$ cat src/hw/rtl/bfa_pkg.sv
// Package with the shared constants, types and helper function of the bitmap allocator.
`timescale 1ns / 1ps

package bfa_pkg;

    localparam int MAP_BITS  = 8192;
    localparam int WORD_BITS = (MAP_BITS < 64) ? MAP_BITS : 64;
    localparam int WORDS     = MAP_BITS / WORD_BITS;
    localparam int WB        = $clog2(WORD_BITS);
    localparam int WORD_AW   = (WORDS > 1) ? $clog2(WORDS) : 1;
    localparam int RAM_AW    = WORD_AW + 1;
    localparam int RAM_DEPTH = 2 ** RAM_AW;
    localparam int IDX_W     = $clog2(MAP_BITS);
    localparam int XW        = (IDX_W + 1 > 14) ? IDX_W + 1 : 14;

    localparam logic [13:0] LIMIT_RST = 14'(8192);
    localparam logic [13:0] USED_MAX  = 14'h3FFF;

    localparam logic FUNC_ALLOC = 1'b0;
    localparam logic FUNC_FREE  = 1'b1;
    localparam logic POOL_INODE = 1'b0;
    localparam logic POOL_BLOCK = 1'b1;

    localparam logic [1:0] STAT_OK    = 2'd0;
    localparam logic [1:0] STAT_FULL  = 2'd1;
    localparam logic [1:0] STAT_RANGE = 2'd2;

    localparam logic REG_INODE_LIMIT = 1'b0;
    localparam logic REG_BLOCK_LIMIT = 1'b1;

    typedef enum logic [2:0] {
        ST_CLEAR,
        ST_IDLE,
        ST_SCAN,
        ST_FREE_WR,
        ST_DONE
    } state_t;

    typedef struct packed {
        logic          found;
        logic          done;
        logic [WB-1:0] pos;
        logic [XW-1:0] grant;
    } scan_t;

    function automatic logic [13:0] eff_limit(input logic [13:0] lim);
        if (32'(lim) > MAP_BITS) begin
            return 14'(MAP_BITS);
        end
        return lim;
    endfunction

endpackage

$ cat src/hw/rtl/bfa_scan.sv
// Lowest-clear-bit search over one bitmap word, checked against the pool limit.
`timescale 1ns / 1ps

module bfa_scan
    import bfa_pkg::*;
(
    input  logic [WORD_BITS-1:0] word,
    input  logic [WORD_AW-1:0]   word_idx,
    input  logic [13:0]          limit,
    output scan_t                res
);

    logic [WORD_BITS-1:0] zeros;
    logic [WORD_BITS-1:0] lowest;
    logic [WB-1:0]        pos;
    logic [XW-1:0]        base;
    logic [XW-1:0]        idx;
    logic [XW-1:0]        lim;
    logic [XW-1:0]        next_base;
    logic                 any_zero;
    logic                 hit;

    always_comb begin
        zeros  = ~word;
        lowest = zeros & (~zeros + WORD_BITS'(1));
        pos    = '0;
        for (int j = 0; j < WORD_BITS; j++) begin
            if (lowest[j]) begin
                pos = pos | WB'(j);
            end
        end
        base      = XW'(word_idx) << WB;
        idx       = base + XW'(pos);
        lim       = XW'(limit);
        next_base = base + XW'(WORD_BITS);
        any_zero  = |zeros;
        hit       = any_zero && (idx < lim);

        res.found = hit;
        res.done  = hit || any_zero || (next_base >= lim);
        res.pos   = pos;
        res.grant = idx + XW'(1);
    end

endmodule

$ cat config.mk
export PLATFORM = sky130hd
export DESIGN_NAME = bfa_scan
export DESIGN_NICKNAME = d
export VERILOG_FILES = /design/src/hw/rtl/bfa_pkg.sv /design/src/hw/rtl/bfa_scan.sv
export SDC_FILE = /design/constraint.sdc
export NUM_CORES = 1
export LEC_CHECK = 0
export BUFFER_PORTS_ARGS = -buffer_cell sky130_fd_sc_hd__buf_2
export CORE_ASPECT_RATIO = 1.2
export CORE_MARGIN = 2
export CORE_UTILIZATION = 50
export DETAILED_ROUTE_END_ITERATION = 8
export PLACE_DENSITY = 0.88
export RECOVER_POWER = 25
export SLEW_MARGIN = 20
export SYNTH_ARGS = -nofsm -noshare
export SYNTH_HDL_FRONTEND = slang
export SYNTH_SLANG_ARGS = --single-unit
export TNS_END_PERCENT = 5
$ cat constraint.sdc
create_clock -name vclk -period 7.3
set_input_delay 1.46 -clock vclk [all_inputs]
set_output_delay 1.46 -clock vclk [all_outputs]
set_load 0.02 [all_outputs]
==> metrics.md <==
| Metric | Value |
|---|---|
| Startpoint types | input port |
| Cell area after layout | 2860 um2 |
| # hold bufs at CTS | 0 |
| Syn Area/Cell | 6.59 um2 |
| Area of the multi-input gates | 2130 um2 |
| Initial antenna violation count | 0 |
| Status | finished clean |
| Fill count | 444 |
| Dpl hpwl | 6780 um |
| Grt total ovfl | 0 |
| Mapped Cells | 349 |
| Sequential fraction of the synthesis area | 0% |
| Slew Viols, Final | 0 |
| CLK BUF | 0 |
| Placed Cells | 511 |
| Post-Synth XOR/XNOR Area | 5.72% |
| Post-CTS setup repair buffer count | 0 |
| Top cell type's share of synthesized area | 12.0% |
| Class of the worst hold path | input port to output port |
| Post-synthesis simple-gate area fraction | 52.4% |
| Critical Path AT | 4.71 ns |
| Max IR drop VDD | 24.8 uV |
| Compound-Gate Fraction of Synth Area | 23.8% |
| ANT cells | 0 |
| # IOs | 107 |
| Area contributors post-synth | ha_1, nand2_1, nand4_1, inv_1, nand3_1 |
| Core area | 4490 um2 |
| CP endpoint kind | output port |
| Tmin final | 6.17 ns |
| Number of global-route vias before repair | 2953 |
| Worst rel slew slack | 59.0% |
| Antenna Nets Post-Route | 0 |
| Total negative slack | 0 ns |
| CTS resizes | 0 |
| Initial core utilization | 51.2% |
| Critical path class | input port to output port |
| DRC viols | 0 |
| HP Start | word_idx[1] |
| Yosys synthesis warning count | 0 |
| Wire length per cell | 15.6 um |
| Row count | 27 |
| Fin crit share | 84.5% |
| Worst-margin pin slew | 0.616 ns |
| Non-Filler Instances | 511 |
| Placed instance area | 2880 um2 |
| Num sequential | 0 |
| Initial DRC Count | 206 |
| Detailed Routing Iterations Pass 1 | 6 |
| Setup ws final | 1.13 ns |
| LEAKAGE | 1.32 nW |
| Fraction of layout cells with a size suffix above 1 | 28.7% |
| Port bufs | 107 |
| Hold path cells | 3 |
| Count of cell types in the netlist | 58 |
| Max Freq | 162 MHz |
| Mapped Nets | 456 |
| Vias | 3218 |
| RePlAce Congestion | 0.967 |
| First-pass GRT wire length | 12600 um |
| Register area | 0 um2 |
| Yosys top cell by area | ha_1 |
| Tot GR Track Use | 29.7% |
| Die Area | 5160 um2 |
| # nets final | 562 |
| Main combinational cell family by area after synthesis | simple AND/OR/NAND/NOR gates |
| Multiplexer area fraction after synthesis | 0% |
| Max_cap viols | 0 |
| Critical Path Fanout Max | 12 |
| Area Overhead vs Synth | 24.3% |
| DIE WIDTH | 65.9 um |
| Final setup viols | 0 |
| Pre-CTS WS | 1.17 ns |
| Hold slack | 3.26 ns |
| RSZ-0062 raised after global routing | no |
| Hold Path End | res[7] |
| Post-Synth Adder-Cell Area | 12.0% |
| Die Ht | 78.3 um |
| Synth Cell Area | 2300 um2 |
| Worst endpoint required time | 5.84 ns |
| Power Density | 39.4 nW/um2 |
| DR vias/cell | 6.30 |
| Hold Vio Cnt, Final | 0 |
| Largest net degree at the start of global routing | 13 |
| Drt total wl | 7970 um |
## cells in the mapped netlist (all sizes together) (5+ instances only)
cell type / number
o211ai: 5
nor3: 21
nand4: 27
o21ai: 16
nor4: 14
a21boi: 5
ha: 22
nor2b: 7
nor2: 27
nand2b: 7
nand3: 28
xnor2: 8
xor2: 7
and3: 5
o31ai: 5
a21oi: 11
a21o: 5
inv: 31
nand2: 45
## through the flow
stage	total power, mW	util (%)
after detailed placement	0.111	64.2
after floorplan	0.0556	-
after global placement	0.108	64.2
after global routing	0.124	63.6
final	0.113	63.6
after CTS	0.112	64.2
## routing by layer
metal  GRT usage, %  wire, um
met1           32.9      2980
met4           13.1       376
met2           56.6      4080
met5              0         0
met3           1.29       531
## power breakdown
part | switching [mW] | internal (mW)
logic | 0.0677 | 0.0450
registers | 0 | 0
clock network | 0 | 0
## cell type report
| type | instances | share of cell area, % |
|---|---|---|
| Timing Repair Buffer | 107 | 18.7 |
| Inverter | 31 | 4.07 |
| Tap cell | 58 | 2.54 |
| Multi-Input combinational cell | 315 | 74.7 |
## cell usage in the layout (no fill, tap or decap), types with 3 or more instances in the layout
master      n
nand3b_1    3
nand4_1    23
a21boi_0    5
a21oi_1    11
nand3_1    23
o31ai_1     5
and2_1      4
and3_1      5
a21o_1      5
ha_1       22
nand2_1    44
nor3_2      4
xor2_1      7
nand3_2     4
nor4_1      9
nor2b_1     7
nor4_2      3
buf_2     106
a41o_1      3
or3_1       4
nor3_1     17
o211ai_1    5
nand4_2     4
nor2_1     26
xnor2_1     8
a211oi_1    3
o22ai_1     4
o21ai_0    16
inv_1      31
a31oi_1     4
nand2b_1    7
## how the worst max path moves through the flow
| stage | start | end | slack [ns] | cells past startpoint |
|---|---|---|---|---|
| detailed placement | word[4] | res[10] | 1.17 | 12 |
| global placement | word[4] | res[12] | 1.28 | 12 |
| CTS | word[4] | res[10] | 1.17 | 12 |
| global route | word[4] | res[21] | 0.75 | 15 |
| finish | word[4] | res[21] | 1.13 | 14 |
| floorplan | word[33] | res[12] | 1.62 | 12 |
## critical path, stage by stage
cell and delay [ns]:
buf_2 0.11, nand4_2 0.17, nor4_4 0.60, nand4_1 0.36, nor2_1 0.43, nor3_1 0.18
nand4_1 0.25, ha_1 0.30, and4_1 0.21, a21oi_1 0.15, nand2_1 0.08, nand2_1 0.07
o2111a_1 0.18, buf_2 0.16
## kinds of logic after synthesis
logic type,Yosys count
fa+ha+maj,22
xor+xnor,15
buf+inv,34
compound gates,76
simple gates,202
Note: power is estimated with default switching activity, not from simulation.
